==> config.mk <==
export PLATFORM = sky130hd
export DESIGN_NAME = rpy_isqrt
export DESIGN_NICKNAME = d
export VERILOG_FILES = /design/src/rtl/rotation_to_roll_pitch_yaw_macros.svh /design/src/rtl/rpy_pkg.sv /design/src/rtl/rpy_isqrt.sv
export SDC_FILE = /design/constraint.sdc
export NUM_CORES = 2
export LEC_CHECK = 0
export BUFFER_PORTS_ARGS = -buffer_cell sky130_fd_sc_hd__buf_2
export CORE_ASPECT_RATIO = 1.1
export CORE_MARGIN = 3
export CORE_UTILIZATION = 50
export CTS_CLUSTER_SIZE = 10
export DETAILED_ROUTE_END_ITERATION = 10
export GPL_TIMING_DRIVEN = 0
export PLACE_DENSITY_LB_ADDON = 0.08
export SLEW_MARGIN = 10
export SYNTH_ARGS = -nofsm -noshare
export SYNTH_HDL_FRONTEND = slang
export SYNTH_SLANG_ARGS = --single-unit
==> constraint.sdc <==
create_clock -name i_clk -period 3.94 [get_ports i_clk]
set_clock_uncertainty 0.05 [all_clocks]
set_input_delay 0.197 -clock i_clk [delete_from_list [all_inputs] [get_ports i_clk]]
set_output_delay 0.197 -clock i_clk [all_outputs]
set_load 0.01 [all_outputs]
==> src/rtl/rotation_to_roll_pitch_yaw_macros.svh <==
// assertion macros for the roll, pitch and yaw block
`ifndef ROTATION_TO_ROLL_PITCH_YAW_MACROS_SVH
`define ROTATION_TO_ROLL_PITCH_YAW_MACROS_SVH

// same-cycle implication, switched off during reset
`define RPY_ASSERT_NOW(label, clk, rst_n, ante, cons, msg) \
    label: assert property (@(posedge clk) disable iff (!rst_n) (ante) |-> (cons)) \
        else $error(msg);

// next-cycle implication, switched off during reset
`define RPY_ASSERT_NEXT(label, clk, rst_n, ante, cons, msg) \
    label: assert property (@(posedge clk) disable iff (!rst_n) (ante) |=> (cons)) \
        else $error(msg);

`endif

==> src/rtl/rpy_pkg.sv <==
// shared constants, types and arctangent table for the roll, pitch and yaw block
package rpy_pkg;

    localparam int INPUT_W         = 16;
    localparam int GUARD_BITS      = 16;
    localparam int MARGIN_W        = 11;
    localparam int ROOT_W          = 32;
    localparam int SUMSQ_W         = 32;
    localparam int SQ_W            = 31;
    localparam int REM_W           = 35;
    localparam int DATA_W          = 36;
    localparam int ACC_W           = 35;
    localparam int ACC_FRAC        = 30;
    localparam int ANGLE_FRAC_BITS = 13;
    localparam int CORDIC_STAGES   = 16;
    localparam int SQRT_STAGES     = ROOT_W;
    localparam int ROLL_W          = 16;
    localparam int PITCH_W         = 15;
    localparam int SHIFT_OUT       = ACC_FRAC - ANGLE_FRAC_BITS;
    localparam int ANG_W           = ACC_W - SHIFT_OUT + 1;

    // operands wait for the squares, the sum and the root
    localparam int OPND_DELAY = 2 + SQRT_STAGES;
    localparam int PIPE_LAT   = OPND_DELAY + 1 + CORDIC_STAGES + 1;

    localparam logic signed [ACC_W-1:0] PI_ACC      = 35'sd3373259426;
    localparam logic signed [ACC_W-1:0] HALF_PI_ACC = 35'sd1686629713;
    localparam logic signed [ACC_W-1:0] ROUND_HALF  = ACC_W'(64'sd1 <<< (SHIFT_OUT - 1));

    localparam logic signed [ANG_W-1:0] PI_Q =
        ANG_W'((PI_ACC + ROUND_HALF) >>> SHIFT_OUT);
    localparam logic signed [ANG_W-1:0] HALF_PI_Q =
        ANG_W'((HALF_PI_ACC + ROUND_HALF) >>> SHIFT_OUT);

    localparam logic [MARGIN_W-1:0] MARGIN_RESET = MARGIN_W'(8);

    typedef logic signed [DATA_W-1:0] t_data;
    typedef logic signed [ACC_W-1:0]  t_acc;

    typedef struct packed {
        logic signed [INPUT_W-1:0] m20;
        logic signed [INPUT_W-1:0] m21;
        logic signed [INPUT_W-1:0] m22;
        logic signed [INPUT_W-1:0] m10;
        logic signed [INPUT_W-1:0] m00;
    } t_mat;

    // atan(2^-i) scaled by 2^30, truncated, but entries 27 to 30 rounded
    function automatic t_acc atan_entry(input logic [4:0] idx);
        t_acc v;
        unique case (idx)
            5'd0:  v = 35'sh03243F6A8;
            5'd1:  v = 35'sh01DAC6705;
            5'd2:  v = 35'sh00FADBAFC;
            5'd3:  v = 35'sh007F56EA6;
            5'd4:  v = 35'sh003FEAB76;
            5'd5:  v = 35'sh001FFD55B;
            5'd6:  v = 35'sh000FFFAAA;
            5'd7:  v = 35'sh0007FFF55;
            5'd8:  v = 35'sh0003FFFEA;
            5'd9:  v = 35'sh0001FFFFD;
            5'd10: v = 35'sh0000FFFFF;
            5'd11: v = 35'sh00007FFFF;
            5'd12: v = 35'sh00003FFFF;
            5'd13: v = 35'sh00001FFFF;
            5'd14: v = 35'sh00000FFFF;
            5'd15: v = 35'sh000007FFF;
            5'd16: v = 35'sh000003FFF;
            5'd17: v = 35'sh000001FFF;
            5'd18: v = 35'sh000000FFF;
            5'd19: v = 35'sh0000007FF;
            5'd20: v = 35'sh0000003FF;
            5'd21: v = 35'sh0000001FF;
            5'd22: v = 35'sh0000000FF;
            5'd23: v = 35'sh00000007F;
            5'd24: v = 35'sh00000003F;
            5'd25: v = 35'sh00000001F;
            5'd26: v = 35'sh00000000F;
            5'd27: v = 35'sh000000008;
            5'd28: v = 35'sh000000004;
            5'd29: v = 35'sh000000002;
            5'd30: v = 35'sh000000001;
            default: v = '0;
        endcase
        return v;
    endfunction

endpackage

==> src/rtl/rpy_isqrt.sv <==
// pipelined floor square root of a sum of squares scaled by 2^32, one root bit per stage
module rpy_isqrt (
    input  logic                        i_clk,
    input  logic                        i_ce,
    input  logic [rpy_pkg::SUMSQ_W-1:0] i_sumsq,
    output logic [rpy_pkg::ROOT_W-1:0]  o_root
);
    import rpy_pkg::*;

    logic [REM_W-1:0]   r_rem  [SQRT_STAGES];
    logic [ROOT_W-1:0]  r_root [SQRT_STAGES];
    logic [SUMSQ_W-1:0] r_src  [SQRT_STAGES];

    for (genvar k = 0; k < SQRT_STAGES; k++) begin : g_stage
        logic [REM_W-1:0]   p_rem;
        logic [ROOT_W-1:0]  p_root;
        logic [SUMSQ_W-1:0] p_src;
        logic [REM_W-1:0]   rem_sh;
        logic [REM_W-1:0]   trial;
        logic               take;

        if (k == 0) begin : g_first
            assign p_rem  = '0;
            assign p_root = '0;
            assign p_src  = i_sumsq;
        end else begin : g_rest
            assign p_rem  = r_rem[k-1];
            assign p_root = r_root[k-1];
            assign p_src  = r_src[k-1];
        end

        // low half of the scaled operand is all zero, so zeros shift in
        assign rem_sh = {p_rem[REM_W-3:0], p_src[SUMSQ_W-1:SUMSQ_W-2]};
        assign trial  = REM_W'({p_root, 2'b01});
        assign take   = (rem_sh >= trial);

        always_ff @(posedge i_clk) begin
            if (i_ce) begin
                r_rem[k]  <= take ? (rem_sh - trial) : rem_sh;
                r_root[k] <= {p_root[ROOT_W-2:0], take};
                r_src[k]  <= {p_src[SUMSQ_W-3:0], 2'b00};
            end
        end
    end

    assign o_root = r_root[SQRT_STAGES-1];

endmodule

==> flow_summary.ini <==
[outcome]
status = complete, but fails checks
violations = negative setup slack

[global_routing]
grt_overflow = 0
grt_antenna_before_repair = 3
grt_max_degree = 158
grt_usage = 0.2159
grt_pass1_wl_um = 318800
grt_pass1_vias = 60050

[setup_path]
timing_worst_setup_path_type = reg -> reg
path_max_fanout = 6
crit_family = simple AND/OR/NAND/NOR gates
crit_path_end_kind = flop
crit_path_top_delay_cell = or4_4
critPathBufInv = 4
cpPeakStageDelay_ns = 0.55
start_kind = flop
crit_path_frequent_cell = buf_6
arrival_ns = 4.48
path_cells = or4_4 > or4b_4 > buf_6 > or2_4 > or4_4 > o21ai_2 > nor2b_1 > buf_6 > or3_4 > buf_6 > buf_2 > o31ai_4 > o21ai_2
cp.required_ns = 4.48

[clock_tree]
insertion_delay_ns = 0.86
htree_levels = 4
clock_sinks = 1727
cts_root_buffer = clkbuf_16
cts_tree = done
ctsLongestPathBuffers = 3
clkTransAtPathRegs_ns = 0.05
cts_made_buffers = 198

[timing]
hold_viol = 0
slew_viol_final = 0
setup_viol = 1
holdWs_ns = 0.08491
layout_min_cycle_time_ns = 3.942
setup_slack_ns = -0.002004
clock.fmax_ghz = 0.2537
relSlewSlack = 0.2338
worst_pin_slew_ns = 1.120
rsz0062_at_grt = true
period_share = 1.001

[cells_and_area]
fin_cells = 10700
multi_input_area_um2 = 36380
fillers = 14990
layout.area.seq_um2 = 51860
final_area_um2 = 101800
fin_util = 0.5655
syn_to_final_growth_pct = 11.98
fin_nets = 8824
drive_gt1_frac = 0.07398

[power]
p_clk_frac = 0.291
p_switching_mw = 16.89
switching_share = 0.3028
leakage_nw = 39.64
seqPwrFrac = 0.460
vdd_ir_drop_max_mv = 0.4802
combPwrFrac = 0.249
power_density_nw_per_um2 = 547.5
p_int_mw = 38.87
finalPower_mw = 55.76

[route]
top_layer = met4
drt_iter0_drc = 3506
via_per_inst = 5.599
wl_per_cell_um = 18.90
antenna_left = 0
vias = 59910
wl_met2_um = 105100
dr.pass1.iters = 6
drc = 0
wl_met1_um = 77900
wl_um = 202300
met3WireLength_um = 7761

[die]
die_area_um2 = 187000
io_pins = 66
start_util = 0.5050
core_um2 = 180100
row_count = 163
fp.dieW_um = 412.6
fp.dieH_um = 453.3

[synth]
syn-num-nets = 8446
yosysTopAreaCellShare = 0.5702
synth_area_um2 = 90940
yosys_most_used_dff = edfxtp_1
async_reset_ff_frac = 0
synth_seq_area_share = 0.5702
synth_top_area_cell = edfxtp_1
synth_cell_types = 87
synthCells = 7867
synth_area_leaders = edfxtp_1 (57%), ha_1 (7.3%), xor2_1 (3.7%), xnor2_1 (3.5%), inv_1 (3.0%)
synth-edff-count = 1727
ys_ff_latch = 1727
synth_area_per_cell_um2 = 11.56
yosysWarnings = 0

[place]
place_congestion = 0.9201
hpwl_um = 153000
place_inst = 10340
place_area_um2 = 94640
io_buffers = 65

[hold_path]
hp-class = in -> reg

[flow_run]
drv_cap = 0
==> power groups by stage <==
stage	clock network [mW]	logic, mW	registers (mW)
3_5_place_dp	0	13.4	26.0
6_report	16.2	13.9	25.7
3_3_place_gp	0	13.2	26.9
5_1_grt	17.5	15.5	25.9
4_1_cts	16.7	13.7	25.6
2_1_floorplan	0	10.0	25.2
==> synthesized netlist by cell type, types with 133 or more instances <==
master    number
a21oi_1      461
nand2_1      621
xor2_1       385
edfxtp_1    1727
nand3_1      133
a21o_1       236
xnor2_1      364
o21ai_0      484
nor3_1       182
nor2_1       520
inv_1        723
ha_1         530
==> per-layer routing <==
layer / track usage / up-vias
met5: 0 / -
met4: 0.1183 / 0
met3: 0.03242 / 549
met2: 0.3967 / 1234
met1: 0.2377 / 28590
li1: - / 29540
==> layout make-up <==
type,count,area share
antenna,8,0.0001966
timing repair buffer,181,0.01592
clock buffer,219,0.04943
inverter,727,0.02694
multi-input combinational,5272,0.3573
tap,2392,0.02939
sequential,1727,0.5092
buffer,138,0.006253
clock inverter,36,0.005393
==> cell families (layout without fill, tap and decap cells) <==
family	count (synthesis)	after routing	share of synthesized area
flops	1727	1727	0.5702
xor+xnor	749	749	0.07213
simple gates	2169	2169	0.1165
other cells	1	9	0.00004123
compound gates	1738	1738	0.1202
buf+inv	868	1301	0.03603
mux	70	70	0.008530
fa+ha+maj	545	545	0.07622
==> layout by cell type, fill, tap and decap left out, types with 198 or more instances in the layout <==
| master | Yosys | final |
|---|---|---|
| a21o_1 | 236 | 236 |
| xnor2_1 | 364 | 364 |
| a21oi_1 | 461 | 453 |
| nor2_1 | 520 | 518 |
| o21ai_0 | 484 | 465 |
| nand2_1 | 621 | 620 |
| edfxtp_1 | 1727 | 1727 |
| ha_1 | 530 | 530 |
| inv_1 | 723 | 721 |
| xor2_1 | 385 | 384 |
| clkbuf_16 | 0 | 198 |
==> worst paths after layout <==
path                 start       endpoint  slack (ns)  cells past startpoint
max reg2reg   r_rem[5][11]   r_rem[6][18]      -0.002                     13
min reg2reg  r_src[11][25]  r_src[12][27]        0.35                      0
min            i_sumsq[23]   r_src[0][23]        0.08                      2
max           r_rem[5][11]   r_rem[6][18]      -0.002                     13
==> through the flow <==
| step | setup TNS, ns | worst slack (ns) |
|---|---|---|
| floorplan | 0 | 0.1304 |
| global placement | - | -24.01 |
| detailed placement | -199.35 | -1.608 |
| CTS | -0.001037 | -0.001037 |
| global route | -2.038 | -0.2226 |
| finish | -0.002004 | -0.002004 |
==> sequential cells by signal, indices dropped and copies added (netlist names) <==
name,cells
r_src,240
r_root,528
r_rem,959
==> repair_timing <==
action                     4_1_cts  5_1_grt
setup endpoints to repair      423      390
hold buffers                    59        0
pin swaps                        9       15
hold endpoints to repair       114        0
setup buffers                   23       22
resized for setup              107      105
(Power assumes the default switching activity.)
